**config.mk**
```make
export PLATFORM = sky130hd
export DESIGN_NAME = msh_front
export DESIGN_NICKNAME = d
export VERILOG_FILES = /design/src/sv/msh_pkg.sv /design/src/sv/msh_front.sv
export SDC_FILE = /design/constraint.sdc
export NUM_CORES = 1
export LEC_CHECK = 0
export BUFFER_PORTS_ARGS = -buffer_cell sky130_fd_sc_hd__buf_4
export CORE_UTILIZATION = 45
export DETAILED_ROUTE_END_ITERATION = 6
export SKIP_CTS_REPAIR_TIMING = 1
export SYNTH_ARGS = -nofsm -noshare
export SYNTH_HDL_FRONTEND = slang
export SYNTH_SLANG_ARGS = --single-unit
```
**constraint.sdc**
```tcl
create_clock -name clk -period 2.5 [get_ports clk]
set_clock_uncertainty 0.15 [all_clocks]
set_input_delay 0.25 -clock clk [delete_from_list [all_inputs] [get_ports clk]]
set_output_delay 0.25 -clock clk [all_outputs]
set_load 0.05 [all_outputs]
```
**src/sv/msh_pkg.sv**
```systemverilog
package msh_pkg;

    // field widths
    localparam int RAW_W    = 13;
    localparam int GAIN_W   = 11;
    localparam int SCALED_W = 24;
    localparam int DECL_W   = 16;
    localparam int HEAD_W   = 16;
    localparam int DEG_W    = 15;

    // cordic sizing
    localparam int CORDIC_STAGES = 16;
    localparam int ATAN_ENTRIES  = 24;
    localparam int NRUN   = (CORDIC_STAGES < ATAN_ENTRIES) ? CORDIC_STAGES : ATAN_ENTRIES;
    localparam int IDX_W  = $clog2(ATAN_ENTRIES);
    // axes carry 24 fraction bits so shift truncation lands on the same bits as the q24 angle
    localparam int FRAC_W = 24;
    localparam int XY_W   = 25 + FRAC_W;
    localparam int Z_W    = 28;
    localparam int ANG_W  = Z_W - 11;

    // angle constants in q13, half pi in q24
    localparam int PI_Q13     = 25736;
    localparam int TWO_PI_Q13 = 51472;
    localparam int HALF_PI_Q24x2 = 26353590;

    // degree conversion: (h*23040 + 25736) / 51472 == (h*1440 + 1608) / 3217
    localparam int DEG_SCALE  = 1440;
    localparam int DEG_BIAS   = 1608;
    localparam int DEG_DIV    = 3217;
    localparam int DEG_N_W    = 27;
    localparam int DEG_SHIFT  = 40;
    localparam int DEG_MUL_W  = 29;
    localparam longint unsigned DEG_MUL_L =
        ((64'd1 << DEG_SHIFT) + 64'(DEG_DIV) - 64'd1) / 64'(DEG_DIV);
    localparam logic [DEG_MUL_W-1:0] DEG_MUL = DEG_MUL_W'(DEG_MUL_L);
    localparam int DEG_PROD_W = DEG_N_W + DEG_MUL_W;

    // configuration register indexes
    localparam int CFG_IDX_W = 1;
    localparam logic [CFG_IDX_W-1:0] REG_GAIN_SELECT = 1'd0;
    localparam logic [CFG_IDX_W-1:0] REG_DECLINATION = 1'd1;

    localparam logic [2:0]        GAIN_SELECT_RST = 3'd1;
    localparam logic [DECL_W-1:0] DECLINATION_RST = 16'd1797;

    typedef struct packed {
        logic signed [SCALED_W-1:0] sx;
        logic signed [SCALED_W-1:0] sy;
        logic signed [SCALED_W-1:0] sz;
    } scaled_t;

    typedef struct packed {
        logic signed [XY_W-1:0] x;
        logic signed [XY_W-1:0] y;
        logic signed [Z_W-1:0]  z;
        logic                   zero;
        scaled_t                s;
    } cordic_t;

    // q8 gain per field range code
    function automatic logic [GAIN_W-1:0] gain_q8(input logic [2:0] code);
        logic [GAIN_W-1:0] g;
        unique case (code)
            3'd0: g = 11'd187;
            3'd1: g = 11'd236;
            3'd2: g = 11'd312;
            3'd3: g = 11'd389;
            3'd4: g = 11'd581;
            3'd5: g = 11'd655;
            3'd6: g = 11'd776;
            3'd7: g = 11'd1114;
        endcase
        return g;
    endfunction

    // q24 arctangent of 2^-i
    function automatic logic signed [Z_W-1:0] atan_q24(input logic [IDX_W-1:0] i);
        logic signed [Z_W-1:0] a;
        unique case (i)
            5'd0:  a = 28'sd13176795;
            5'd1:  a = 28'sd7778716;
            5'd2:  a = 28'sd4110060;
            5'd3:  a = 28'sd2086331;
            5'd4:  a = 28'sd1047214;
            5'd5:  a = 28'sd524117;
            5'd6:  a = 28'sd262123;
            5'd7:  a = 28'sd131069;
            5'd8:  a = 28'sd65536;
            5'd9:  a = 28'sd32768;
            5'd10: a = 28'sd16384;
            5'd11: a = 28'sd8192;
            5'd12: a = 28'sd4096;
            5'd13: a = 28'sd2048;
            5'd14: a = 28'sd1024;
            5'd15: a = 28'sd512;
            5'd16: a = 28'sd256;
            5'd17: a = 28'sd128;
            5'd18: a = 28'sd64;
            5'd19: a = 28'sd32;
            5'd20: a = 28'sd16;
            5'd21: a = 28'sd8;
            5'd22: a = 28'sd4;
            5'd23: a = 28'sd2;
            default: a = '0;
        endcase
        return a;
    endfunction

endpackage

```
**src/sv/msh_front.sv**
```systemverilog
module msh_front
    import msh_pkg::*;
(
    input  logic                       clk,
    input  logic                       rst_n,
    input  logic                       in_valid,
    input  logic signed [RAW_W-1:0]    raw_x,
    input  logic signed [RAW_W-1:0]    raw_y,
    input  logic signed [RAW_W-1:0]    raw_z,
    input  logic [2:0]                 gain_select,
    output logic                       out_valid,
    output cordic_t                    out_word
);

    logic                       v1_reg;
    scaled_t                    s1_reg;
    scaled_t                    s1_next;
    logic                       v2_reg;
    cordic_t                    w2_reg;
    cordic_t                    w2_next;
    logic signed [SCALED_W-1:0] gain_s;
    logic signed [XY_W-1:0]     xe;
    logic signed [XY_W-1:0]     ye;

    // gain times raw axis
    assign gain_s     = SCALED_W'($signed({1'b0, gain_q8(gain_select)}));
    assign s1_next.sx = SCALED_W'(raw_x) * gain_s;
    assign s1_next.sy = SCALED_W'(raw_y) * gain_s;
    assign s1_next.sz = SCALED_W'(raw_z) * gain_s;

    // turn left half plane vectors into the right half plane
    assign xe = XY_W'(s1_reg.sx) <<< FRAC_W;
    assign ye = XY_W'(s1_reg.sy) <<< FRAC_W;

    always_comb
    begin
        w2_next.s    = s1_reg;
        w2_next.zero = (s1_reg.sx == '0) && (s1_reg.sy == '0);
        w2_next.x    = xe;
        w2_next.y    = ye;
        w2_next.z    = '0;
        if (xe < 0)
        begin
            if (ye >= 0)
            begin
                w2_next.x = ye;
                w2_next.y = -xe;
                w2_next.z = Z_W'(HALF_PI_Q24x2);
            end
            else
            begin
                w2_next.x = -ye;
                w2_next.y = xe;
                w2_next.z = Z_W'(-HALF_PI_Q24x2);
            end
        end
    end

    // valid bits
    always_ff @(posedge clk or negedge rst_n)
    begin
        if (!rst_n)
        begin
            v1_reg <= 1'b0;
            v2_reg <= 1'b0;
        end
        else
        begin
            v1_reg <= in_valid;
            v2_reg <= v1_reg;
        end
    end

    // payload
    always_ff @(posedge clk)
    begin
        s1_reg <= s1_next;
        w2_reg <= w2_next;
    end

    assign out_valid = v2_reg;
    assign out_word  = w2_reg;

endmodule

```
==> impl_metrics.env, run 1 <==
export IMPL_track_usage=0.231
export IMPL_grt_pass1_vias=18800
export IMPL_wirelength_mm=58.0
export IMPL_die_height_um=227
export IMPL_hold_viol_final=0
export IMPL_yosysWarnings=0
export IMPL_cp_max_fo=8
export IMPL_drt_wirelength_per_cell_um=15.7
export IMPL_cp_slowest_cell="fa_1"
export IMPL_gp_congestion=0.920
export IMPL_cts_sinks=200
export IMPL_drv_cap=0
export IMPL_yosysMostFrequentCell="inv_1"
export IMPL_pre_cts_ws_ns=-3.50
export IMPL_drc=0
export IMPL_regToRegStartpoint="s1_reg[57]"
export IMPL_cp_start_kind="input port"
export IMPL_dr_first_iter_drc_count=745
export IMPL_grt_pass1_wl_mm=93.4
export IMPL_yosys_area_top_type="fa_1"
export IMPL_rr_worst_depth=6
export IMPL_antenna_found_initial=6
export IMPL_synth_common_cells="inv_1 (556), fa_1 (390), nand2_1 (291)"
export IMPL_rows=82
export IMPL_grt_max_degree=37
export IMPL_core_area_sq_mm=0.0501
export IMPL_layout_setup_ws_ns=-2.60
export IMPL_path_class="input port to flip-flop"
export IMPL_root_buffer="clkbuf_16"
export IMPL_hold_path_class="input port to flip-flop"
export IMPL_nNetsFinal=3611
export IMPL_clock_latency_ns=0.50
export IMPL_viasPerCell=4.81
export IMPL_ioPinCount=245
export IMPL_violations="setup timing"
export IMPL_fin_area_sq_mm=0.0301
export IMPL_numCtsBuffers=17
export IMPL_area_growth_pct=32.2
export IMPL_rsz0062_at_grt="yes"
export IMPL_worst_pin_slew_ns=0.590
export IMPL_slowest_delay_ns=0.55
export IMPL_crit_end="s1_reg[67]"
export IMPL_cts_buffer_depth=2
export IMPL_reg2reg_setup_slack_ns=0.23
export IMPL_worstReg2RegEnd="out_word[141]"
export IMPL_cts_tree="yes"
export IMPL_fp_dieArea_sq_mm=0.0516
export IMPL_ys_top_cells_by_area="fa_1 (34%), dfxtp_1 (17%), inv_1 (9.2%)"
export IMPL_cp_common_cell="fa_1"
export IMPL_end_kind="flip-flop"
export IMPL_fin_crit_ns=5.10
export IMPL_cp_arrival_ns=5.34
export IMPL_dpl_hpwl_mm=47.2
export IMPL_htreeDepth=4
export IMPL_crit_path_cell_trace="buf_12 -> inv_8 -> ha_4 -> mux2i_4 -> buf_6 -> buf_12 -> buf_4 -> nand2_1 -> fa_1 -> fa_1 -> inv_1 -> fa_1 -> fa_1 -> inv_1 -> fa_1 -> inv_1 -> ha_4 -> and4_4 -> a221oi_2 -> o21ai_2 -> o21ba_4 -> or4_1 -> o211a_1"
export IMPL_status="finished, violations left"
export IMPL_period_share=2.04
export IMPL_postRouteAntennaNets=0
export IMPL_synth_flop_cell="dfxtp_1"
export IMPL_vias=17800
export IMPL_finalMaxSlewViolations=0
export IMPL_drive_above_1_share=0.314
export IMPL_required_ns=2.74
export IMPL_yosys_area_top_type_share=0.342
export IMPL_startpoint="gain_select[0]"
export IMPL_portBuffers=195
export IMPL_start_util=0.455
export IMPL_slew_headroom=0.607
export IMPL_syn_area_sq_mm=0.0228
export IMPL_first_pass_iters=5
export IMPL_largest_register_ffs=126
export IMPL_synthDistinctLibCells=77
export IMPL_die_w_um=227
export IMPL_synthCells=2520
export IMPL_setup_violations=63
export IMPL_grt_overflow=0
export IMPL_ys_async_sr_fraction=0.0100
export IMPL_syn_avg_cell_area_sq_um=9.05
export IMPL_placed_area_sq_mm=0.0276
export IMPL_seq_area_frac_synth=0.176
export IMPL_synth_edf_count=0
export IMPL_clk_pin_slew_ns=0.08
export IMPL_clock_fmax_mhz=196
export IMPL_hp_start="raw_x[0]"
export IMPL_ys_seq_elements=200
## worst min-delay path by stage
stage | slack, ns | depth (start not counted) | to
after floorplan | -0.20 | 0 | out_valid
after global placement | -0.12 | 1 | out_valid
after detailed placement | -0.12 | 1 | v1_reg
after CTS | -0.66 | 1 | v1_reg
after global routing | 0.04 | 3 | s1_reg[48]
final | 0.04 | 3 | s1_reg[48]
## cell usage in the layout (no fill, tap or decap), types with 10 or more instances in the layout
cell type	n
inv_1	507
o21ai_1	12
buf_12	20
o21ai_2	10
a21oi_1	69
ha_1	104
o21a_1	10
a21oi_2	20
inv_2	47
nor3_1	13
fa_2	26
buf_6	31
nand2_2	23
xnor2_1	65
conb_1	50
nand2_1	268
xor2_1	35
buf_4	549
and3_1	40
nor2_1	86
dfxtp_1	196
a21o_1	19
o21ai_0	17
ha_4	53
clkbuf_16	19
fa_1	364
and2_1	129
and2_4	25
## area by class of cell
class	instances	area (sq um)
antenna	2	5.00
clock buffer	17	425
clock inverter	15	245
fill	4422	19900
inverter	556	2100
multi-input combinational	1627	17500
sequential	200	4020
tap	672	841
timing repair buffer	609	5010
## cells by family after synthesis
logic type	count (synthesis)	synth area share
buffers and inverters	742	0.134
AND/OR/NAND/NOR	658	0.141
adder cells (fa/ha/maj)	555	0.433
AO/OA/AOI/OAI	249	0.0710
flip-flops	200	0.176
XOR/XNOR	107	0.0411
multiplexers	8	0.00357
other	1	0.000164
## per-stage QoR
step	std cells	utilization	setup TNS, ns	hold slack (ns)
2_1_floorplan	2569	-	-131.85	-0.196
3_3_place_gp	3612	0.551	-167.54	-0.119
3_5_place_dp	3612	0.551	-173.21	-0.115
4_1_cts	3644	0.564	-138.79	-0.658
5_1_grt	3697	0.602	-130.17	0.0385
6_report	3698	0.602	-121.46	0.0385
## worst max-delay path, delay by kind of cell
kind,cells,cell delay (ns)
buffers and inverters,8,0.81
AO/OA/AOI/OAI,4,0.73
adder cells (fa/ha/maj),7,2.67
multiplexers,1,0.19
AND/OR/NAND/NOR,3,0.68
## metal layers
| metal | wire length (um) | global-route usage | vias to the layer above | part of all wire |
|---|---|---|---|---|
| met4 | 1660 | 0.0769 | 8 | 0.029 |
| met3 | 2630 | 0.0472 | 105 | 0.045 |
| met1 | 24700 | 0.289 | 8823 | 0.43 |
| met2 | 28900 | 0.397 | 401 | 0.50 |
| li1 | - | - | 8442 | - |
| met5 | 54 | 0 | - | 0.00093 |
Power of run 1 is not shown: default switching activity piles up to over one toggle a cycle in this logic, so the estimate is an artifact.
==> run 2: changes to the inputs <==
==> constraint.sdc (replaced) <==
create_clock -name clk -period 2.5 [get_ports clk]
set_clock_uncertainty 0.15 [all_clocks]
set_input_delay 0.5 -clock clk [delete_from_list [all_inputs] [get_ports clk]]
set_output_delay 0.5 -clock clk [all_outputs]
set_load 0.05 [all_outputs]
==> impl_metrics.env, run 2 (same netlist as run 1, synthesis figures left out) <==
export IMPL_status="finished, violations left"
export IMPL_violations="setup timing"
export IMPL_regToRegStartpoint="s1_reg[57]"
export IMPL_ioPinCount=245
export IMPL_gp_congestion=0.923
export IMPL_cp_max_fo=6
export IMPL_vias=17800
export IMPL_setup_violations=63
export IMPL_dr_first_iter_drc_count=670
export IMPL_clock_latency_ns=0.51
export IMPL_crit_path_cell_trace="buf_12 -> inv_8 -> ha_4 -> mux2i_4 -> buf_6 -> buf_12 -> nand2_2 -> fa_1 -> fa_1 -> fa_1 -> inv_1 -> fa_1 -> inv_1 -> fa_1 -> inv_2 -> ha_4 -> and4_4 -> a221oi_2 -> o21ai_2 -> o21ba_4 -> or4_1 -> o211a_1"
export IMPL_worst_pin_slew_ns=0.592
export IMPL_period_share=2.11
export IMPL_drt_wirelength_per_cell_um=15.8
export IMPL_fp_dieArea_sq_mm=0.0516
export IMPL_cp_slowest_cell="fa_1"
export IMPL_rows=82
export IMPL_cts_buffer_depth=2
export IMPL_cp_start_kind="input port"
export IMPL_start_util=0.455
export IMPL_fin_cells=3690
export IMPL_fin_crit_ns=5.29
export IMPL_dp_cells=3612
export IMPL_cp_depth=22
export IMPL_area_growth_pct=32.3
export IMPL_largest_register_ffs=126
export IMPL_grt_max_degree=37
export IMPL_required_ns=2.72
export IMPL_final_common_cell="buf_4"
export IMPL_critPathTopFamily="adder cells"
export IMPL_hold_path_class="input port to async pin"
export IMPL_dpl_hpwl_mm=47.5
export IMPL_clock_fmax_mhz=189
export IMPL_postRouteAntennaNets=0
export IMPL_layout_setup_ws_ns=-2.79
export IMPL_first_pass_iters=5
export IMPL_grt_pass1_vias=18800
export IMPL_cp_num_buf_inv=7
export IMPL_nNetsFinal=3604
export IMPL_cp_common_cell="fa_1"
export IMPL_wirelength_mm=58.2
export IMPL_portBuffers=195
export IMPL_cts_tree="yes"
export IMPL_die_w_um=227
export IMPL_track_usage=0.230
export IMPL_final_cell_mix="buf_4 (546), inv_1 (520), fa_1 (357)"
export IMPL_end_kind="flip-flop"
export IMPL_cts_sinks=200
export IMPL_rr_worst_depth=6
export IMPL_grt_overflow=0
export IMPL_drc=0
export IMPL_slew_headroom=0.605
export IMPL_slowest_delay_ns=0.53
export IMPL_rsz0062_at_grt="yes"
export IMPL_htreeDepth=4
export IMPL_viasPerCell=4.82
export IMPL_reg2reg_setup_slack_ns=0.23
export IMPL_drive_above_1_share=0.314
export IMPL_core_area_sq_mm=0.0501
export IMPL_hold_viol_final=0
export IMPL_startpoint="gain_select[0]"
export IMPL_finalMaxSlewViolations=0
export IMPL_root_buffer="clkbuf_16"
export IMPL_die_height_um=227
export IMPL_drv_cap=0
export IMPL_clk_pin_slew_ns=0.07
export IMPL_antenna_found_initial=6
export IMPL_path_class="input port to flip-flop"
export IMPL_numCtsBuffers=17
export IMPL_grt_pass1_wl_mm=92.9
export IMPL_cp_arrival_ns=5.50
==> run 2: through the flow <==
stage	hold WS [ns]	setup WS, ns	setup TNS (ns)	area [sq um]	util
finish	0.177	-2.79	-135.45	30200	0.602
global route	0.175	-2.92	-143.26	30200	0.602
floorplan	0.0544	-3.18	-147.64	23500	-
CTS	-0.405	-3.26	-153.99	28300	0.564
global placement	0.131	-3.65	-184.00	27600	0.551
detailed placement	0.136	-3.76	-189.17	27600	0.551
==> run 2: worst paths after layout <==
check | to
worst min-delay path | v1_reg
max in group asynchronous | out_valid
min in group clk | out_word[9]
worst max-delay path | s1_reg[67]
worst min register to register | out_word[9]
worst max register to register | out_word[145]
==> run 2: worst reg2reg max path, delay by kind of cell, from the launching register on <==
kind	cells	cell delay, ns
xor+xnor	1	0.17
compound gates	2	0.25
flops	1	0.31
simple gates	3	1.28
==> run 2: final cells by class <==
type / count / area, sq um
antenna: 1 / 2.50
clock buffer: 18 / 439
clock inverter: 14 / 224
fill: 4328 / 19900
inverter: 556 / 2100
multi-input combinational: 1627 / 17600
sequential: 200 / 4020
tap: 672 / 841
timing repair buffer: 602 / 4940
==> run 2: per-layer routing <==
layer	part of all wire	track usage	routed length [um]	up-vias
met4	0.027	0.0730	1570	10
met1	0.41	0.285	24100	8807
met3	0.052	0.0474	3050	103
li1	-	-	-	8435
met5	0.0011	0	64	-
met2	0.51	0.401	29400	422
Power of run 2 is left out for the same reason.
