$ cat src/sv/msh_pkg.sv
package msh_pkg;

    // field widths
    localparam int RAW_W    = 13;
    localparam int GAIN_W   = 11;
    localparam int SCALED_W = 24;
    localparam int DECL_W   = 16;
    localparam int HEAD_W   = 16;
    localparam int DEG_W    = 15;

    // cordic sizing
    localparam int CORDIC_STAGES = 16;
    localparam int ATAN_ENTRIES  = 24;
    localparam int NRUN   = (CORDIC_STAGES < ATAN_ENTRIES) ? CORDIC_STAGES : ATAN_ENTRIES;
    localparam int IDX_W  = $clog2(ATAN_ENTRIES);
    // axes carry 24 fraction bits so shift truncation lands on the same bits as the q24 angle
    localparam int FRAC_W = 24;
    localparam int XY_W   = 25 + FRAC_W;
    localparam int Z_W    = 28;
    localparam int ANG_W  = Z_W - 11;

    // angle constants in q13, half pi in q24
    localparam int PI_Q13     = 25736;
    localparam int TWO_PI_Q13 = 51472;
    localparam int HALF_PI_Q24x2 = 26353590;

    // degree conversion: (h*23040 + 25736) / 51472 == (h*1440 + 1608) / 3217
    localparam int DEG_SCALE  = 1440;
    localparam int DEG_BIAS   = 1608;
    localparam int DEG_DIV    = 3217;
    localparam int DEG_N_W    = 27;
    localparam int DEG_SHIFT  = 40;
    localparam int DEG_MUL_W  = 29;
    localparam longint unsigned DEG_MUL_L =
        ((64'd1 << DEG_SHIFT) + 64'(DEG_DIV) - 64'd1) / 64'(DEG_DIV);
    localparam logic [DEG_MUL_W-1:0] DEG_MUL = DEG_MUL_W'(DEG_MUL_L);
    localparam int DEG_PROD_W = DEG_N_W + DEG_MUL_W;

    // configuration register indexes
    localparam int CFG_IDX_W = 1;
    localparam logic [CFG_IDX_W-1:0] REG_GAIN_SELECT = 1'd0;
    localparam logic [CFG_IDX_W-1:0] REG_DECLINATION = 1'd1;

    localparam logic [2:0]        GAIN_SELECT_RST = 3'd1;
    localparam logic [DECL_W-1:0] DECLINATION_RST = 16'd1797;

    typedef struct packed {
        logic signed [SCALED_W-1:0] sx;
        logic signed [SCALED_W-1:0] sy;
        logic signed [SCALED_W-1:0] sz;
    } scaled_t;

    typedef struct packed {
        logic signed [XY_W-1:0] x;
        logic signed [XY_W-1:0] y;
        logic signed [Z_W-1:0]  z;
        logic                   zero;
        scaled_t                s;
    } cordic_t;

    // q8 gain per field range code
    function automatic logic [GAIN_W-1:0] gain_q8(input logic [2:0] code);
        logic [GAIN_W-1:0] g;
        unique case (code)
            3'd0: g = 11'd187;
            3'd1: g = 11'd236;
            3'd2: g = 11'd312;
            3'd3: g = 11'd389;
            3'd4: g = 11'd581;
            3'd5: g = 11'd655;
            3'd6: g = 11'd776;
            3'd7: g = 11'd1114;
        endcase
        return g;
    endfunction

    // q24 arctangent of 2^-i
    function automatic logic signed [Z_W-1:0] atan_q24(input logic [IDX_W-1:0] i);
        logic signed [Z_W-1:0] a;
        unique case (i)
            5'd0:  a = 28'sd13176795;
            5'd1:  a = 28'sd7778716;
            5'd2:  a = 28'sd4110060;
            5'd3:  a = 28'sd2086331;
            5'd4:  a = 28'sd1047214;
            5'd5:  a = 28'sd524117;
            5'd6:  a = 28'sd262123;
            5'd7:  a = 28'sd131069;
            5'd8:  a = 28'sd65536;
            5'd9:  a = 28'sd32768;
            5'd10: a = 28'sd16384;
            5'd11: a = 28'sd8192;
            5'd12: a = 28'sd4096;
            5'd13: a = 28'sd2048;
            5'd14: a = 28'sd1024;
            5'd15: a = 28'sd512;
            5'd16: a = 28'sd256;
            5'd17: a = 28'sd128;
            5'd18: a = 28'sd64;
            5'd19: a = 28'sd32;
            5'd20: a = 28'sd16;
            5'd21: a = 28'sd8;
            5'd22: a = 28'sd4;
            5'd23: a = 28'sd2;
            default: a = '0;
        endcase
        return a;
    endfunction

endpackage

$ cat src/sv/msh_back.sv
module msh_back
    import msh_pkg::*;
(
    input  logic                       clk,
    input  logic                       rst_n,
    input  logic                       in_valid,
    input  cordic_t                    in_word,
    input  logic signed [DECL_W-1:0]   declination,
    output logic                       done,
    output logic signed [SCALED_W-1:0] scaled_x,
    output logic signed [SCALED_W-1:0] scaled_y,
    output logic signed [SCALED_W-1:0] scaled_z,
    output logic [HEAD_W-1:0]          heading_q13,
    output logic [DEG_W-1:0]           heading_deg
);

    logic                        vr_reg;
    logic                        vw_reg;
    logic                        vd_reg;
    logic                        vo_reg;
    scaled_t                     sr_reg;
    scaled_t                     sw_reg;
    scaled_t                     sd_reg;
    scaled_t                     so_reg;
    logic signed [HEAD_W-1:0]    ang_reg;
    logic signed [HEAD_W-1:0]    ang_next;
    logic [HEAD_W-1:0]           hw_reg;
    logic [HEAD_W-1:0]           hw_next;
    logic [HEAD_W-1:0]           hd_reg;
    logic [HEAD_W-1:0]           ho_reg;
    logic [DEG_N_W-1:0]          n_reg;
    logic [DEG_N_W-1:0]          n_next;
    logic [DEG_W-1:0]            deg_reg;
    logic [DEG_PROD_W-1:0]       prod;
    logic signed [Z_W-1:0]       z_bias;
    logic signed [ANG_W-1:0]     z_q13;
    logic signed [HEAD_W+1:0]    h_sum;

    // round q24 to q13 half up, clamp to +-pi, zero vector gives zero
    assign z_bias = in_word.z + Z_W'(1024);
    assign z_q13  = z_bias[Z_W-1:11];

    always_comb
    begin
        priority if (in_word.zero)
            ang_next = '0;
        else if (z_q13 > PI_Q13)
            ang_next = HEAD_W'(PI_Q13);
        else if (z_q13 < -PI_Q13)
            ang_next = HEAD_W'(-PI_Q13);
        else
            ang_next = HEAD_W'(z_q13);
    end

    // add declination and wrap into 0..2pi, 2pi kept
    assign h_sum = (HEAD_W+2)'(ang_reg) + (HEAD_W+2)'(declination);

    always_comb
    begin
        priority if (h_sum < -TWO_PI_Q13)
            hw_next = HEAD_W'(h_sum + 2 * TWO_PI_Q13);
        else if (h_sum < 0)
            hw_next = HEAD_W'(h_sum + TWO_PI_Q13);
        else if (h_sum > TWO_PI_Q13)
            hw_next = HEAD_W'(h_sum - TWO_PI_Q13);
        else
            hw_next = HEAD_W'(h_sum);
    end

    // degree numerator, then divide by reciprocal multiply (exact over the range)
    assign n_next = DEG_N_W'(hw_reg) * DEG_N_W'(DEG_SCALE) + DEG_N_W'(DEG_BIAS);
    assign prod   = DEG_PROD_W'(n_reg) * DEG_PROD_W'(DEG_MUL);

    // valid bits
    always_ff @(posedge clk or negedge rst_n)
    begin
        if (!rst_n)
        begin
            vr_reg <= 1'b0;
            vw_reg <= 1'b0;
            vd_reg <= 1'b0;
            vo_reg <= 1'b0;
        end
        else
        begin
            vr_reg <= in_valid;
            vw_reg <= vr_reg;
            vd_reg <= vw_reg;
            vo_reg <= vd_reg;
        end
    end

    // payload
    always_ff @(posedge clk)
    begin
        sr_reg  <= in_word.s;
        ang_reg <= ang_next;
        sw_reg  <= sr_reg;
        hw_reg  <= hw_next;
        sd_reg  <= sw_reg;
        hd_reg  <= hw_reg;
        n_reg   <= n_next;
        so_reg  <= sd_reg;
        ho_reg  <= hd_reg;
        deg_reg <= prod[DEG_SHIFT +: DEG_W];
    end

    assign done        = vo_reg;
    assign scaled_x    = so_reg.sx;
    assign scaled_y    = so_reg.sy;
    assign scaled_z    = so_reg.sz;
    assign heading_q13 = ho_reg;
    assign heading_deg = deg_reg;

endmodule

$ cat config.mk
export PLATFORM = sky130hd
export DESIGN_NAME = msh_back
export DESIGN_NICKNAME = d
export VERILOG_FILES = /design/src/sv/msh_pkg.sv /design/src/sv/msh_back.sv
export SDC_FILE = /design/constraint.sdc
export NUM_CORES = 1
export LEC_CHECK = 0
export CORE_AREA = 2 2 227 229
export DETAILED_ROUTE_END_ITERATION = 7
export DIE_AREA = 0 0 229 231
export DONT_BUFFER_PORTS = 1
export SETUP_SLACK_MARGIN = 0.5
export SLEW_MARGIN = 20
export SYNTH_ARGS = -nofsm -noshare
export SYNTH_HDL_FRONTEND = slang
export SYNTH_SLANG_ARGS = --single-unit
$ cat constraint.sdc
create_clock -name clk -period 9.2 [get_ports clk]
set_clock_uncertainty 0.05 [all_clocks]
set_input_delay 0.46 -clock clk [delete_from_list [all_inputs] [get_ports clk]]
set_output_delay 0.46 -clock clk [all_outputs]
set_load 0.05 [all_outputs]
==> metrics.txt <==
# TYPE chip_impl_metric gauge
chip_impl_metric{name="multiInputGateArea",unit="mm^2"} 0.0129
chip_impl_metric{name="fraction_of_final_layout_cells_sized_beyond_drive_strength_1",unit=""} 0.0439
chip_impl_metric{name="h-tree-depth",unit=""} 2
chip_impl_metric{name="synth_seq_area_share",unit=""} 0.351
chip_impl_metric{name="overall_via_count_from_detail_route",unit=""} 13700
chip_impl_metric{name="overall_global_routing_usage",unit=""} 0.195
chip_impl_metric{name="ys_seq_elements",unit=""} 392
chip_impl_info{name="worstSetupPathType",value="register to register"} 1
chip_impl_metric{name="die_h",unit="um"} 231
chip_impl_metric{name="totalNegativeSetupSlack",unit="ns"} 0
chip_impl_metric{name="timing.fmax",unit="MHz"} 132
chip_impl_metric{name="max-cap-violations",unit=""} 0
chip_impl_metric{name="vias_per_cell",unit=""} 4.86
chip_impl_metric{name="routed_wire_length_per_instance",unit="um"} 17.7
chip_impl_metric{name="cts.clk_slew.worst_paths",unit="ns"} 0.08
chip_impl_info{name="critPathCaptureType",value="register"} 1
chip_impl_metric{name="core_area",unit="mm^2"} 0.0507
chip_impl_metric{name="clock_tree.buffer_depth",unit=""} 3
chip_impl_metric{name="synthesis.nets",unit=""} 2791
chip_impl_metric{name="wire_length_of_the_first_global_routing_pass",unit="um"} 80000
chip_impl_metric{name="reg2reg_slack",unit="ns"} 1.64
chip_impl_info{name="critical_path.slowest_cell",value="sky130_fd_sc_hd__dfxtp_1"} 1
chip_impl_metric{name="syn2layout_area_growth",unit="%"} 13.0
chip_impl_info{name="min-delay-path-class",value="input port to register"} 1
chip_impl_info{name="yosys.area.top_type",value="sky130_fd_sc_hd__dfxtp_1"} 1
chip_impl_metric{name="boundaryPins",unit=""} 322
chip_impl_metric{name="finish.net_count",unit=""} 2898
chip_impl_metric{name="layout_worst_path_cycle_share",unit=""} 0.822
chip_impl_metric{name="starting_density",unit=""} 0.443
chip_impl_metric{name="cell_variety_after_synth",unit=""} 78
chip_impl_metric{name="syn_area",unit="mm^2"} 0.0224
chip_impl_metric{name="final_max_slew_viols",unit=""} 0
chip_impl_metric{name="finish_stage_setup_viols",unit=""} 0
chip_impl_metric{name="cts_sinks",unit=""} 392
chip_impl_metric{name="final_antenna_net_count",unit=""} 0
chip_impl_metric{name="overflow",unit=""} 0
chip_impl_metric{name="rows",unit=""} 83
chip_impl_metric{name="vias_in_the_first_global_route",unit=""} 15000
chip_impl_info{name="critPathLaunchType",value="register"} 1
chip_impl_info{name="synth_ff_type",value="sky130_fd_sc_hd__dfxtp_1"} 1
chip_impl_info{name="cts_tree",value="yes"} 1
chip_impl_info{name="rsz0062_at_grt",value="no"} 1
chip_impl_metric{name="clock_latency",unit="ns"} 0.56
chip_impl_info{name="path_cells",value="ha_1, inv_1, fa_1, fa_1, inv_1, fa_1, fa_1, fa_1, inv_1, fa_1, inv_1, ha_1, nand2_1, o21ai_0, o21a_1, a211oi_1, a32oi_1, nand2_1, or3b_2, a311oi_1, xor2_1"} 1
chip_impl_metric{name="cp_required",unit="ns"} 9.65
chip_impl_info{name="cp_top_family",value="adder cells"} 1
chip_impl_metric{name="chip_width",unit="um"} 229
chip_impl_metric{name="gpl.final_weighted_congestion",unit=""} 0.945
chip_impl_metric{name="syn_area_per_cell",unit="um^2"} 11.2
chip_impl_metric{name="layout.area.seq",unit="mm^2"} 0.00787
chip_impl_metric{name="synth_enable_flop_cells",unit=""} 0
chip_impl_metric{name="worst_slew_margin_rel",unit=""} 0.518
chip_impl_metric{name="transition_time_at_the_pin_with_the_least_slew_margin",unit="ns"} 0.723
chip_impl_metric{name="hpwl_after_dpl",unit="um"} 40400
chip_impl_metric{name="fillerInstances",unit=""} 4583
chip_impl_metric{name="final_period_minus_worst_setup_slack",unit="ns"} 7.56
chip_impl_info{name="cell_types_occupying_the_most_area_after_synthesis",value="sky130_fd_sc_hd__dfxtp_1, sky130_fd_sc_hd__fa_1, sky130_fd_sc_hd__ha_1, sky130_fd_sc_hd__inv_1, sky130_fd_sc_hd__xnor2_1"} 1
chip_impl_info{name="cts_root_buffer",value="sky130_fd_sc_hd__clkbuf_16"} 1
chip_impl_metric{name="timing.critical_path.arrival",unit="ns"} 8.02
chip_impl_metric{name="drtIter0Drc",unit=""} 478
chip_impl_metric{name="crit_fanout",unit=""} 9
chip_impl_metric{name="finalHoldViolations",unit=""} 0
chip_impl_metric{name="postSynthCellCount",unit=""} 2003
chip_impl_info{name="result_of_the_run",value="finished, final reports clean"} 1
chip_impl_metric{name="drc",unit=""} 0
chip_impl_metric{name="synthDominantCellAreaShare",unit=""} 0.346
chip_impl_metric{name="synth.yosys.warnings",unit=""} 0
chip_impl_metric{name="drt_first_pass_iters",unit=""} 4
chip_impl_metric{name="critPathMaxStageDelay",unit="ns"} 0.64
chip_impl_metric{name="cts_made_buffers",unit=""} 39
chip_impl_metric{name="synthArstFlopShare",unit=""} 0.0102
chip_impl_metric{name="wl",unit="um"} 49900
chip_impl_metric{name="floorplan.die_area",unit="mm^2"} 0.0529
chip_impl_metric{name="crit_buf_inv",unit=""} 4
chip_impl_info{name="cell_occurring_most_often_along_the_worst_timing_path",value="sky130_fd_sc_hd__fa_1"} 1
chip_impl_metric{name="pin_count_of_the_biggest_net_entering_global_routing",unit=""} 17
chip_impl_metric{name="antenna_violations_before_repair",unit=""} 2
chip_impl_metric{name="port_buffers",unit=""} 0
-- what timing repair did --
action                                  CTS  global route
buffers inserted                          0             0
endpoints found under the hold margin    84             0
endpoints found under the setup margin    0             0
resized for setup                         0             0
hold buffers                             78             0
-- stage by stage --
step | cell area [um^2] | utilization | instances | worst slack, ns | hold slack (ns)
after floorplan | 22400 | - | 2003 | 2.84 | 0.114
after global placement | 23200 | 0.459 | 2671 | 1.66 | 0.114
after detailed placement | 23200 | 0.459 | 2671 | 1.62 | 0.114
after CTS | 25400 | 0.500 | 2819 | 1.63 | 0.00766
after global routing | 25400 | 0.500 | 2820 | 1.23 | 0.0271
final | 25400 | 0.500 | 2821 | 1.64 | 0.0374
-- cells in the mapped netlist, types with 4 or more instances --
cell type and instances:
sky130_fd_sc_hd__nand2b_1 8, sky130_fd_sc_hd__mux2i_1 5, sky130_fd_sc_hd__dfrtp_1 4, sky130_fd_sc_hd__nor2_1 52
sky130_fd_sc_hd__clkbuf_1 10, sky130_fd_sc_hd__o21bai_1 8, sky130_fd_sc_hd__o211ai_1 6, sky130_fd_sc_hd__inv_1 439
sky130_fd_sc_hd__and2_1 6, sky130_fd_sc_hd__o21a_1 13, sky130_fd_sc_hd__o22ai_1 4, sky130_fd_sc_hd__nor4_1 7
sky130_fd_sc_hd__xor2_1 31, sky130_fd_sc_hd__nor3_1 23, sky130_fd_sc_hd__ha_1 322, sky130_fd_sc_hd__and3_1 13
sky130_fd_sc_hd__a211o_1 4, sky130_fd_sc_hd__fa_1 248, sky130_fd_sc_hd__o31ai_1 6, sky130_fd_sc_hd__dfxtp_1 388
sky130_fd_sc_hd__nor2b_1 8, sky130_fd_sc_hd__a31o_2 4, sky130_fd_sc_hd__a31oi_1 7, sky130_fd_sc_hd__a211oi_1 7
sky130_fd_sc_hd__a21o_1 43, sky130_fd_sc_hd__buf_2 4, sky130_fd_sc_hd__nand4_1 15, sky130_fd_sc_hd__a32oi_1 4
sky130_fd_sc_hd__o31a_1 4, sky130_fd_sc_hd__nand3_1 32, sky130_fd_sc_hd__o21ai_0 28, sky130_fd_sc_hd__nand2_1 42
sky130_fd_sc_hd__xnor2_1 55, sky130_fd_sc_hd__a311oi_1 4, sky130_fd_sc_hd__a21oi_1 78
-- kinds of logic after synthesis --
group,after synthesis,synth area share
buf+inv,455,0.0767
compound gates,258,0.0805
mux,8,0.00374
flops,392,0.351
simple gates,231,0.0525
xor+xnor,87,0.0343
fa+ha+maj,572,0.402
-- worst paths after layout --
check                      cells after the start               to   startpoint
min                                            2       ang_reg[7]  in_word[72]
min reg2reg                                    0     scaled_z[20]   sd_reg[20]
max in group asynchronous                      1           vd_reg        rst_n
max                                           21  heading_deg[10]    n_reg[11]
max reg2reg                                   21  heading_deg[10]    n_reg[11]
min in group asynchronous                      1             done        rst_n
-- layout by cell type (no fill, tap or decap), types with 32 or more instances in the layout --
cell type / n
sky130_fd_sc_hd__fa_1: 248
sky130_fd_sc_hd__nand2_1: 42
sky130_fd_sc_hd__xnor2_1: 55
sky130_fd_sc_hd__a21oi_1: 78
sky130_fd_sc_hd__inv_1: 439
sky130_fd_sc_hd__ha_1: 322
sky130_fd_sc_hd__nor2_1: 52
sky130_fd_sc_hd__clkbuf_16: 39
sky130_fd_sc_hd__nand3_1: 32
sky130_fd_sc_hd__dfxtp_1: 388
sky130_fd_sc_hd__dlygate4sd3_1: 78
sky130_fd_sc_hd__a21o_1: 43
-- final cells by class --
type / count / area share
repair buffers: 82 / 0.0320
diodes: 2 / 0.000197
clock buffers: 49 / 0.0419
clock inverters: 21 / 0.0103
flip-flops and latches: 392 / 0.310
inverters: 439 / 0.0650
multi-input cells: 1156 / 0.507
well taps: 680 / 0.0336
-- routing by layer --
metal	global-route usage	part of all wire	wire length [um]	vias up
li1	-	-	-	6674
met1	0.233	0.41	20500	6644
met2	0.336	0.49	24300	298
met3	0.0541	0.068	3410	86
met4	0.0684	0.034	1680	0
met5	0	0	0	-
Power is not shown: default switching activity piles up to over one toggle a cycle in this logic, so the estimate is an artifact.
