==> src/sv/msh_pkg.sv <==
package msh_pkg;

    // field widths
    localparam int RAW_W    = 13;
    localparam int GAIN_W   = 11;
    localparam int SCALED_W = 24;
    localparam int DECL_W   = 16;
    localparam int HEAD_W   = 16;
    localparam int DEG_W    = 15;

    // cordic sizing
    localparam int CORDIC_STAGES = 16;
    localparam int ATAN_ENTRIES  = 24;
    localparam int NRUN   = (CORDIC_STAGES < ATAN_ENTRIES) ? CORDIC_STAGES : ATAN_ENTRIES;
    localparam int IDX_W  = $clog2(ATAN_ENTRIES);
    // axes carry 24 fraction bits so shift truncation lands on the same bits as the q24 angle
    localparam int FRAC_W = 24;
    localparam int XY_W   = 25 + FRAC_W;
    localparam int Z_W    = 28;
    localparam int ANG_W  = Z_W - 11;

    // angle constants in q13, half pi in q24
    localparam int PI_Q13     = 25736;
    localparam int TWO_PI_Q13 = 51472;
    localparam int HALF_PI_Q24x2 = 26353590;

    // degree conversion: (h*23040 + 25736) / 51472 == (h*1440 + 1608) / 3217
    localparam int DEG_SCALE  = 1440;
    localparam int DEG_BIAS   = 1608;
    localparam int DEG_DIV    = 3217;
    localparam int DEG_N_W    = 27;
    localparam int DEG_SHIFT  = 40;
    localparam int DEG_MUL_W  = 29;
    localparam longint unsigned DEG_MUL_L =
        ((64'd1 << DEG_SHIFT) + 64'(DEG_DIV) - 64'd1) / 64'(DEG_DIV);
    localparam logic [DEG_MUL_W-1:0] DEG_MUL = DEG_MUL_W'(DEG_MUL_L);
    localparam int DEG_PROD_W = DEG_N_W + DEG_MUL_W;

    // configuration register indexes
    localparam int CFG_IDX_W = 1;
    localparam logic [CFG_IDX_W-1:0] REG_GAIN_SELECT = 1'd0;
    localparam logic [CFG_IDX_W-1:0] REG_DECLINATION = 1'd1;

    localparam logic [2:0]        GAIN_SELECT_RST = 3'd1;
    localparam logic [DECL_W-1:0] DECLINATION_RST = 16'd1797;

    typedef struct packed {
        logic signed [SCALED_W-1:0] sx;
        logic signed [SCALED_W-1:0] sy;
        logic signed [SCALED_W-1:0] sz;
    } scaled_t;

    typedef struct packed {
        logic signed [XY_W-1:0] x;
        logic signed [XY_W-1:0] y;
        logic signed [Z_W-1:0]  z;
        logic                   zero;
        scaled_t                s;
    } cordic_t;

    // q8 gain per field range code
    function automatic logic [GAIN_W-1:0] gain_q8(input logic [2:0] code);
        logic [GAIN_W-1:0] g;
        unique case (code)
            3'd0: g = 11'd187;
            3'd1: g = 11'd236;
            3'd2: g = 11'd312;
            3'd3: g = 11'd389;
            3'd4: g = 11'd581;
            3'd5: g = 11'd655;
            3'd6: g = 11'd776;
            3'd7: g = 11'd1114;
        endcase
        return g;
    endfunction

    // q24 arctangent of 2^-i
    function automatic logic signed [Z_W-1:0] atan_q24(input logic [IDX_W-1:0] i);
        logic signed [Z_W-1:0] a;
        unique case (i)
            5'd0:  a = 28'sd13176795;
            5'd1:  a = 28'sd7778716;
            5'd2:  a = 28'sd4110060;
            5'd3:  a = 28'sd2086331;
            5'd4:  a = 28'sd1047214;
            5'd5:  a = 28'sd524117;
            5'd6:  a = 28'sd262123;
            5'd7:  a = 28'sd131069;
            5'd8:  a = 28'sd65536;
            5'd9:  a = 28'sd32768;
            5'd10: a = 28'sd16384;
            5'd11: a = 28'sd8192;
            5'd12: a = 28'sd4096;
            5'd13: a = 28'sd2048;
            5'd14: a = 28'sd1024;
            5'd15: a = 28'sd512;
            5'd16: a = 28'sd256;
            5'd17: a = 28'sd128;
            5'd18: a = 28'sd64;
            5'd19: a = 28'sd32;
            5'd20: a = 28'sd16;
            5'd21: a = 28'sd8;
            5'd22: a = 28'sd4;
            5'd23: a = 28'sd2;
            default: a = '0;
        endcase
        return a;
    endfunction

endpackage

==> src/sv/msh_cell.sv <==
module msh_cell
    import msh_pkg::*;
(
    input  logic             clk,
    input  logic             rst_n,
    input  logic [IDX_W-1:0] stage_idx,
    input  logic             in_valid,
    input  cordic_t          in_word,
    output logic             out_valid,
    output cordic_t          out_word
);

    logic                   valid_reg;
    cordic_t                word_reg;
    cordic_t                word_next;
    logic signed [XY_W-1:0] xs;
    logic signed [XY_W-1:0] ys;
    logic signed [Z_W-1:0]  step_angle;

    // one vectoring micro-rotation toward y = 0
    assign xs         = in_word.x >>> stage_idx;
    assign ys         = in_word.y >>> stage_idx;
    assign step_angle = atan_q24(stage_idx);

    always_comb
    begin
        word_next = in_word;
        if (!in_word.y[XY_W-1])
        begin
            word_next.x = in_word.x + ys;
            word_next.y = in_word.y - xs;
            word_next.z = in_word.z + step_angle;
        end
        else
        begin
            word_next.x = in_word.x - ys;
            word_next.y = in_word.y + xs;
            word_next.z = in_word.z - step_angle;
        end
    end

    always_ff @(posedge clk or negedge rst_n)
    begin
        if (!rst_n)
            valid_reg <= 1'b0;
        else
            valid_reg <= in_valid;
    end

    always_ff @(posedge clk)
    begin
        word_reg <= word_next;
    end

    assign out_valid = valid_reg;
    assign out_word  = word_reg;

endmodule

==> config.mk <==
export PLATFORM = sky130hd
export DESIGN_NAME = msh_cell
export DESIGN_NICKNAME = d
export VERILOG_FILES = /design/src/sv/msh_pkg.sv /design/src/sv/msh_cell.sv
export SDC_FILE = /design/constraint.sdc
export NUM_CORES = 1
export LEC_CHECK = 0
export ABC_AREA = 0
export BUFFER_PORTS_ARGS = -buffer_cell sky130_fd_sc_hd__buf_2
export CAP_MARGIN = 0
export CORE_ASPECT_RATIO = 0.8
export CORE_MARGIN = 2
export CORE_UTILIZATION = 62
export DETAILED_ROUTE_END_ITERATION = 8
export PLACE_DENSITY = 0.88
export SYNTH_ARGS = -nofsm -noshare
export SYNTH_HDL_FRONTEND = slang
export SYNTH_SLANG_ARGS = --single-unit
==> constraint.sdc <==
create_clock -name clk -period 0.8 [get_ports clk]
set_input_delay 0.04 -clock clk [delete_from_list [all_inputs] [get_ports clk]]
set_output_delay 0.04 -clock clk [all_outputs]
set_load 0.02 [all_outputs]
==> summary.txt, run 1 <==
Synthesis
  – Top_reg_cell synth: dfxtp_1
  – Register bit total from synthesis: 200
  – Synth Warn #: 0
  – Synthesized instance count: 2,291
  – Sequential share of the synthesized area: 0.192
  – Net count after synthesis: 2,634
  – Avg Cell Area, Syn: about 9.1 µm²
  – Top cell type's share of synthesized area: 0.191
  – EDFF count, synth: 0
  – Library cells used by synthesis: 99
  – Synth area leaders: dfxtp_1 (19%), mux4_2 (15%), ha_1 (8.0%)
  – Async set-or-reset flop fraction in the synthesized netlist: 0.00500
  – Mapped Area: between 20,000 and 25,000 µm²
  – Post-synth top area cell: dfxtp_1

Clock tree
  – Clock sinks: 200
  – Postcts setup bufs: 39
  – Number of buffers created by CTS: 17
  – Post-CTS Resized: 168
  – CTS Root Cell: clkbuf_16
  – Worst-case clock buffer depth: 2
  – H-tree levels: 4
  – Hold-fix buffers at CTS: 77

Outcome
  – Status: did not finish
  – First Err: [ERROR DPL-0033] detailed placement checks failed during check placement.
  – Stage where the run ended: clock tree synthesis

Floorplanning
  – Number of top-level pins: 407
  – # rows: 60
  – Die Span Y: roughly 170 µm
  – Initial cell density of the core: 0.625
  – DIE WIDTH: 209 µm

Placed design
  – Gpl congestion: 1.22
  – Pre-CTS setup slack: -5.59 ns
  – Cell area after placement: 29,700 µm²
  – Final HPWL DP: 82.6 mm
  – IO Port Bufs: 406
-- stage by stage --
| stage | std cells | util | TNS, ns |
|---|---|---|---|
| floorplan | 2291 | - | -425.19 |
| global placement | 3867 | 0.892 | -489.15 |
| detailed placement | 3867 | 0.892 | -526.03 |
-- logic make-up after synthesis --
family / after synthesis / synth area share
multiplexers: 280 / 0.230
buffers and inverters: 185 / 0.0477
AND/OR/NAND/NOR: 585 / 0.139
adder cells (fa/ha/maj): 136 / 0.0828
flip-flops: 200 / 0.192
XOR/XNOR: 217 / 0.0919
AO/OA/AOI/OAI: 688 / 0.216
-- synthesized netlist by cell type (8+ instances only) --
| master | count |
|---|---|
| dfxtp_1 | 199 |
| nor2_1 | 189 |
| a21oi_1 | 177 |
| nand2_1 | 159 |
| mux4_2 | 138 |
| o21ai_0 | 137 |
| ha_1 | 133 |
| xnor2_1 | 125 |
| xor2_1 | 91 |
| a21o_1 | 76 |
| mux2i_1 | 71 |
| mux2_2 | 58 |
| clkbuf_1 | 54 |
| inv_1 | 44 |
| a31oi_1 | 36 |
| nor3_1 | 32 |
| nand3_1 | 31 |
| nor2b_1 | 31 |
| buf_2 | 27 |
| o21a_1 | 27 |
| o22ai_1 | 27 |
| o211ai_1 | 26 |
| nand2b_1 | 25 |
| a221oi_1 | 22 |
| and2_1 | 22 |
| buf_6 | 21 |
| buf_1 | 19 |
| a211oi_1 | 18 |
| and3_1 | 17 |
| a22oi_1 | 16 |
| nand4_1 | 16 |
| o21bai_1 | 15 |
| buf_4 | 9 |
| o31ai_1 | 9 |
| or2_2 | 9 |
| a211o_1 | 8 |
| mux4_1 | 8 |
==> inputs of run 2 (changes only) <==
CORE_ASPECT_RATIO = default   (was 0.8)
CORE_UTILIZATION = 40   (was 62)
PLACE_DENSITY = default   (was 0.88)
PLACE_DENSITY_LB_ADDON = 0.15   (was default)
==> run 2 against run 1 <==
Net effect:
- the flow now finishes, with violations (hold timing, setup timing)
- synthesized cell count is the same
- area after synthesis is the same
==> summary.txt, run 2 <==
Synthesis
  – Largest family of logic cells by synthesized area: multiplexers
  – Post-synthesis mux area share: 0.230 (unchanged)
  – Sequential share of the synthesized area: 0.192 (unchanged)
  – Commonest cells in the netlist: dfxtp_1 (199), nor2_1 (189), a21oi_1 (177), nand2_1 (159), mux4_2 (138)
  – Mapped Area: 20,800 µm² (unchanged)
  – Register bit total from synthesis: 200 (unchanged)
  – Post-synth top area cell: dfxtp_1
  – Top cell type's share of synthesized area: 0.191 (unchanged)
  – Avg Cell Area, Syn: 9.09 µm² (unchanged)
  – Synth area leaders: dfxtp_1 (19%), mux4_2 (15%), ha_1 (8.0%)
  – Async set-or-reset flop fraction in the synthesized netlist: 0.00500 (unchanged)
  – EDFF count, synth: 0 (unchanged)
  – Synth Warn #: 0 (unchanged)
  – Synth Area in Compound Gates: 0.216 (unchanged)
  – Synthesized instance count: 2,291 (unchanged)
  – Net count after synthesis: 2,634 (unchanged)
  – Top_reg_cell synth: dfxtp_1
  – Simple-gate share of the synthesized area: 0.139 (unchanged)
  – Adder-Cell Fraction of Synth Area: 0.0828 (unchanged)
  – Post-Synth XOR/XNOR Area: 0.0919 (unchanged)
  – Library cells used by synthesis: 99 (unchanged)
  – Top-count cell post-synth: dfxtp_1

Power
  – Int Pwr: 38,800 µW
  – Switching pwr: 28,300 µW
  – PwrDens: 1920 nW/µm²
  – Sw Share: 0.422
  – Peak VDD IR: 2.18 mV
  – Leak pwr: 0.0163 µW
  – Combinational share of power: 0.649
  – Power share of the sequential group: 0.206
  – Clock share of power: 0.146

Detailed routing
  – Initial DRC Count: 2,034
  – Vias: 25,131
  – WL/cell: 22.7 µm
  – Drt pass-1 iters: 7
  – Vias per cell: around 5.7
  – Final wirelength: 100 mm
  – Antenna-violating nets left: 0
  – DRC: 0

GRT
  – All-layer global routing usage: 0.356
  – Most used routing layer: met2
  – Initial antenna violation count: 8
  – Overflow after GRT: 0
  – GR Layer Usage met1: 0.451
  – First-pass GRT wire length: roughly 150 mm
  – M2 GR Usage: 0.613
  – Vias in the first global route: 24,971
  – Largest net degree at the start of global routing: 56
  – M3 GR Usage: 0.0539

Cells and area
  – Final #Nets: 4,059
  – Final Instance Area: 35,000 µm²
  – Layout Area Growth over Synthesis: 67.8%
  – Commonest non-fill, non-tap cell in the layout: buf_4
  – Most frequent cells in the layout: buf_4 (974), buf_2 (386), dfxtp_1 (188), nor2_1 (166), nand2_1 (149)
  – Max reg flops: between 150 and 200
  – Final core occ: 0.680
  – Share of layout cells above drive strength 1: 0.547

STA
  – Final worst slack: -4.73 ns
  – Slew Limit Fails: 0
  – RSZ-0062 raised after global routing: true
  – Worst Tran Pin Value: 0.853 ns
  – Rel. slew slack: 0.428
  – Tcrit/Tclk final: 6.92
  – Fmax: 0.181 GHz
  – Finish-stage setup viols: about 330
  – Hold Slack: -0.139 ns
  – Tmin final: between 5 and 6 ns
  – Fin. Hold Viols: 6

Placed design
  – Gpl congestion: 0.959 (-22%)
  – IO Port Bufs: 406 (unchanged)
  – Pre-CTS setup slack: -5.52 ns (+0.0722 ns)
  – Final HPWL DP: 77.0 mm (-6.8%)
  – Cell area after placement: 30,600 µm² (+2.8%)

Job
  – MaxCap Viol Count: 0

Floorplanning
  – Core footprint: 51,400 µm²
  – Die Span Y: 232 µm (+38%)
  – DIE WIDTH: 232 µm (+11%)
  – Number of top-level pins: 407 (unchanged)
  – # rows: 83 (+38%)
  – Die Area: 53,900 µm²
  – Initial cell density of the core: 0.405 (-0.220)

Outcome
  – Violated checks: hold timing, setup timing
  – Status: complete, but fails checks

Worst setup path
  – Critical Path Max Stage Delay: about 0.52 ns
  – Critical Path RT: 1.18 ns
  – CP most frequent cell: buf_4
  – Crit path DAT: 5.92 ns
  – Crit end category: flip-flop
  – Setup crit start kind: input pin
  – WS Path Type: in -> reg
  – Critical Path Fanout Max: 7
  – CP max stage cell: mux4_2
  – Crit path launch: stage_idx[2]

Clock tree
  – Clock sinks: 200 (unchanged)
  – Worst-case clock buffer depth: 2 (unchanged)
  – CTS tree: yes
  – Hold-fix buffers at CTS: 77 (unchanged)
  – H-tree levels: 4 (unchanged)
  – Number of buffers created by CTS: 17 (unchanged)
  – CTS Root Cell: clkbuf_16
  – Worst-path clk slew: roughly 0.10 ns

Min path
  – HP Start: in_word[101]
  – HP Class: in -> reg
==> run 2: cell counts after synthesis <==
No cell type changed its count.
==> run 2: layer usage <==
layer,wire (µm),part of all wire
met4,3500,0.035
met2,48800,0.49
met1,41300,0.41
met5,10,0.00010
met3,6800,0.068
==> run 2: per-stage QoR <==
stage,setup TNS [ns],std cells,total power [µW]
detailed placement,-521.29,4182,51200
finish,-476.49,4417,67200
global placement,-511.55,4182,50800
global route,-507.40,4415,70600
floorplan,-425.19,2291,34200
CTS,-468.83,4360,64000
==> run 2: repair_timing <==
item | in CTS | in global routing
buffers inserted | 66 | 62
resized for setup | 210 | 205
gates cloned | 7 | 0
endpoints found under the setup margin | 326 | 326
endpoints found under the hold margin | 90 | 6
pin swaps | 141 | 141
==> run 2: final timing paths <==
kind | end | slack, ns | cells after the start
min in group asynchronous | out_valid$_DFF_PN0_ | 0.42 | 3
max in group asynchronous | out_valid$_DFF_PN0_ | 0.27 | 3
max | out_word[148]$_DFF_P_ | -4.73 | 30
min | out_word[101]$_DFF_P_ | -0.14 | 3
==> run 2: area by class of cell <==
class	instances	area, µm²
multi-input cells	1906	17700
fillers	4094	16400
repair buffers	1544	11600
flip-flops and latches	200	4020
well taps	680	851
clock buffers	17	425
clock inverters	15	215
inverters	47	181
diodes	8	20.0
==> run 2: cells by family (layout without fill, tap and decap cells) <==
kind of cell / after synthesis / count (layout)
compound gates: 688 / 688
xor+xnor: 217 / 217
fa+ha+maj: 136 / 136
buf+inv: 185 / 1623
flops: 200 / 200
mux: 280 / 280
other cells: 0 / 8
simple gates: 585 / 585
==> run 2: power by group through the flow <==
stage          registers, µW  clock network, µW  logic [µW]
3_3_place_gp           13900                  0       36900
6_report               13800               9780       43600
5_1_grt                14100              10300       46200
2_1_floorplan          17900                  0       16300
4_1_cts                13800               9920       40300
3_5_place_dp           13900                  0       37300
==> run 2: worst max-delay path: cells and delay by family <==
kind,cells,cell delay (ns)
compound gates,10,2.10
buf+inv,10,1.35
mux,3,1.12
simple gates,4,0.76
xor+xnor,2,0.27
fa+ha+maj,1,0.25
Note: power is estimated with default switching activity, not from simulation.
==> inputs of run 3 (changes only) <==
CORE_UTILIZATION = 30   (was 40)
REMOVE_ABC_BUFFERS = 1   (was default)
==> run 3 against run 2 <==
Net effect:
- wire length is 2.4% lower
- utilization is 18 points lower
- die area is 33% higher
- clock power is 1% lower
- critical endpoint is now out_word[146]$_DFF_P_
- non-clock buffer count is 9 lower
- power is 4.5% lower
- final area is 2.1% lower
- the flow still finishes with violations (hold timing, setup timing)
- sequential share of layout area is 0.27 points higher
==> summary.txt, run 3 (synthesized netlist as in run 2, its figures left out) <==
Power
  – Leak pwr: 0.0160 µW (-2.1%)
  – Combinational share of power: 0.634 (-0.015)
  – Power share of the sequential group: 0.216 (+0.010)
  – Peak VDD IR: 1.31 mV (-40%)
  – Sw Share: 0.418 (-0.00437)
  – PwrDens: 1870 nW/µm² (-2.4%)
  – Clock share of power: 0.150 (+0.004)
  – Int Pwr: 37,400 µW (-3.7%)
  – Switching pwr: 26,800 µW (-5.4%)

Worst setup path
  – WP buf/inv: 2 (-8)
  – Critical Path Fanout Max: 4 (-3)
  – Setup crit start kind: input pin
  – Cell family with most CP delay: simple AND/OR/NAND/NOR gates
  – WS Path Type: in -> reg
  – Crit path DAT: 6.03 ns (+0.11 ns)
  – Critical Path RT: 1.23 ns (+0.05 ns)
  – Critical Path Max Stage Delay: 0.64 ns (+0.12 ns)
  – Crit end category: flip-flop
  – CP max stage cell: mux4_4

Floorplanning
  – DIE WIDTH: 268 µm (+15%)
  – Die Span Y: 268 µm (+15%)
  – # rows: 96 (+16%)
  – Number of top-level pins: 407 (unchanged)
  – Die Area: 71,600 µm² (+33%)
  – Core footprint: 68,700 µm² (+34%)
  – Initial cell density of the core: 0.303 (-0.102)

Detailed routing
  – Final wirelength: 98.0 mm (-2.4%)
  – Antenna-violating nets left: 0 (unchanged)
  – Vias: 24,168 (-3.8%)
  – DRC: 0 (unchanged)
  – Vias per cell: 5.19 (-8.8%)
  – WL/cell: 21.0 µm (-7.4%)
  – Drt pass-1 iters: 5 (-2)
  – Initial DRC Count: 1,677 (-18%)

Cells and area
  – Final #Nets: 4,050 (-0.22%)
  – Max reg flops: 199 (unchanged)
  – Commonest non-fill, non-tap cell in the layout: buf_4
  – Final core occ: 0.498 (-0.182)
  – Fillers: 6,649 (+62%)
  – Layout Area Growth over Synthesis: 64.3%
  – Share of layout cells above drive strength 1: 0.520 (-0.0266)
  – Most frequent cells in the layout: buf_4 (1,016), buf_2 (381), dfxtp_1 (181), nor2_1 (171), nand2_1 (158)

Min path
  – HP Class: in -> reg

GRT
  – Initial antenna violation count: 10 (+2)
  – Largest net degree at the start of global routing: 58 (+3.6%)
  – First-pass GRT wire length: 146 mm (-0.66%)
  – Overflow after GRT: 0 (unchanged)
  – All-layer global routing usage: 0.266 (-0.0907)
  – Vias in the first global route: 24,752 (-0.88%)

Outcome
  – Status: complete, but fails checks
  – Violated checks: hold timing, setup timing

Placed design
  – Pre-CTS setup slack: -5.85 ns (-0.325 ns)
  – Final HPWL DP: 79.2 mm (+2.8%)
  – IO Port Bufs: 406 (unchanged)
  – Gpl congestion: 0.957 (-0.16%)

STA
  – Worst Tran Pin Value: 0.673 ns (-0.179 ns)
  – Slew Limit Fails: 0 (unchanged)
  – Fin. Hold Viols: 8 (+2)
  – Rel. slew slack: 0.546 (+0.118)
  – Tcrit/Tclk final: 7.00 (+0.0813)
  – Hold Slack: -0.206 ns (-0.0672 ns)
  – Fmax: 0.179 GHz (-1.2%)
  – Final worst slack: -4.80 ns (-0.0651 ns)
  – RSZ-0062 raised after global routing: true
  – Finish-stage setup viols: 326 (unchanged)
  – Tmin final: 5.60 ns (+0.0651 ns)

Job
  – MaxCap Viol Count: 0 (unchanged)

Clock tree
  – Clock sinks: 200 (unchanged)
  – H-tree levels: 4 (unchanged)
  – CTS tree: yes
  – Worst-case clock buffer depth: 2 (unchanged)
  – Number of buffers created by CTS: 17 (unchanged)
  – Hold-fix buffers at CTS: 77 (unchanged)
  – CTS Root Cell: clkbuf_16
  – Worst-path clk slew: 0.09 ns (about the same)
-- run 3: routing by layer --
layer	up-vias	routed length [µm]	part of all wire	track usage
met4	10	2030	0.021	0.0692
li1	11543	-	-	-
met1	11789	40500	0.41	0.321
met3	107	5120	0.052	0.0377
met5	-	62	0.00063	0
met2	719	50300	0.51	0.490
-- run 3: power groups by stage --
| stage | Clock (µW) | Combinational, µW | Sequential, µW |
|---|---|---|---|
| finish | 9660 | 40700 | 13800 |
| global route | 10400 | 43700 | 14200 |
| CTS | 10100 | 38800 | 13900 |
| detailed placement | 0 | 36700 | 14000 |
| global placement | 0 | 36500 | 14000 |
| floorplan | 0 | 14400 | 17900 |
-- run 3: area by class of cell --
class / instances / area (µm²) / area share
clock buffer: 17 / 425 / 0.0124
clock inverter: 15 / 220 / 0.00643
sequential: 200 / 4030 / 0.118
tap: 931 / 1160 / 0.0340
timing repair buffer: 1535 / 11200 / 0.328
antenna: 7 / 17.5 / 0.000512
multi-input combinational: 1906 / 17000 / 0.496
inverter: 47 / 181 / 0.00530
-- run 3: path summary, 6_finish.rpt --
path,startpoint,to,cells after the start
max,stage_idx[0],out_word[146]$_DFF_P_,26
min,in_word[101],out_word[101]$_DFF_P_,2
max in group asynchronous,rst_n,out_valid$_DFF_PN0_,3
min in group asynchronous,rst_n,out_valid$_DFF_PN0_,3
-- run 3: what timing repair did --
action / in CTS / in global routing
gates resized for setup: 174 / 203
buffers inserted: 19 / 51
pin swaps: 48 / 109
setup endpoints to repair: 326 / 326
hold endpoints to repair: 98 / 7
cloned: 3 / 1
-- run 3: stage by stage --
step	hold WS [ns]	total power [µW]	std cells	setup TNS, ns	cell area (µm²)
6_report	-0.206	64200	4658	-474.29	34200
5_1_grt	-0.224	68300	4654	-505.84	34200
4_1_cts	-0.238	62800	4602	-483.35	33000
3_5_place_dp	-0.181	50700	4472	-546.74	30700
3_3_place_gp	-0.185	50500	4472	-544.29	30700
2_1_floorplan	-0.256	32300	2153	-428.01	20000
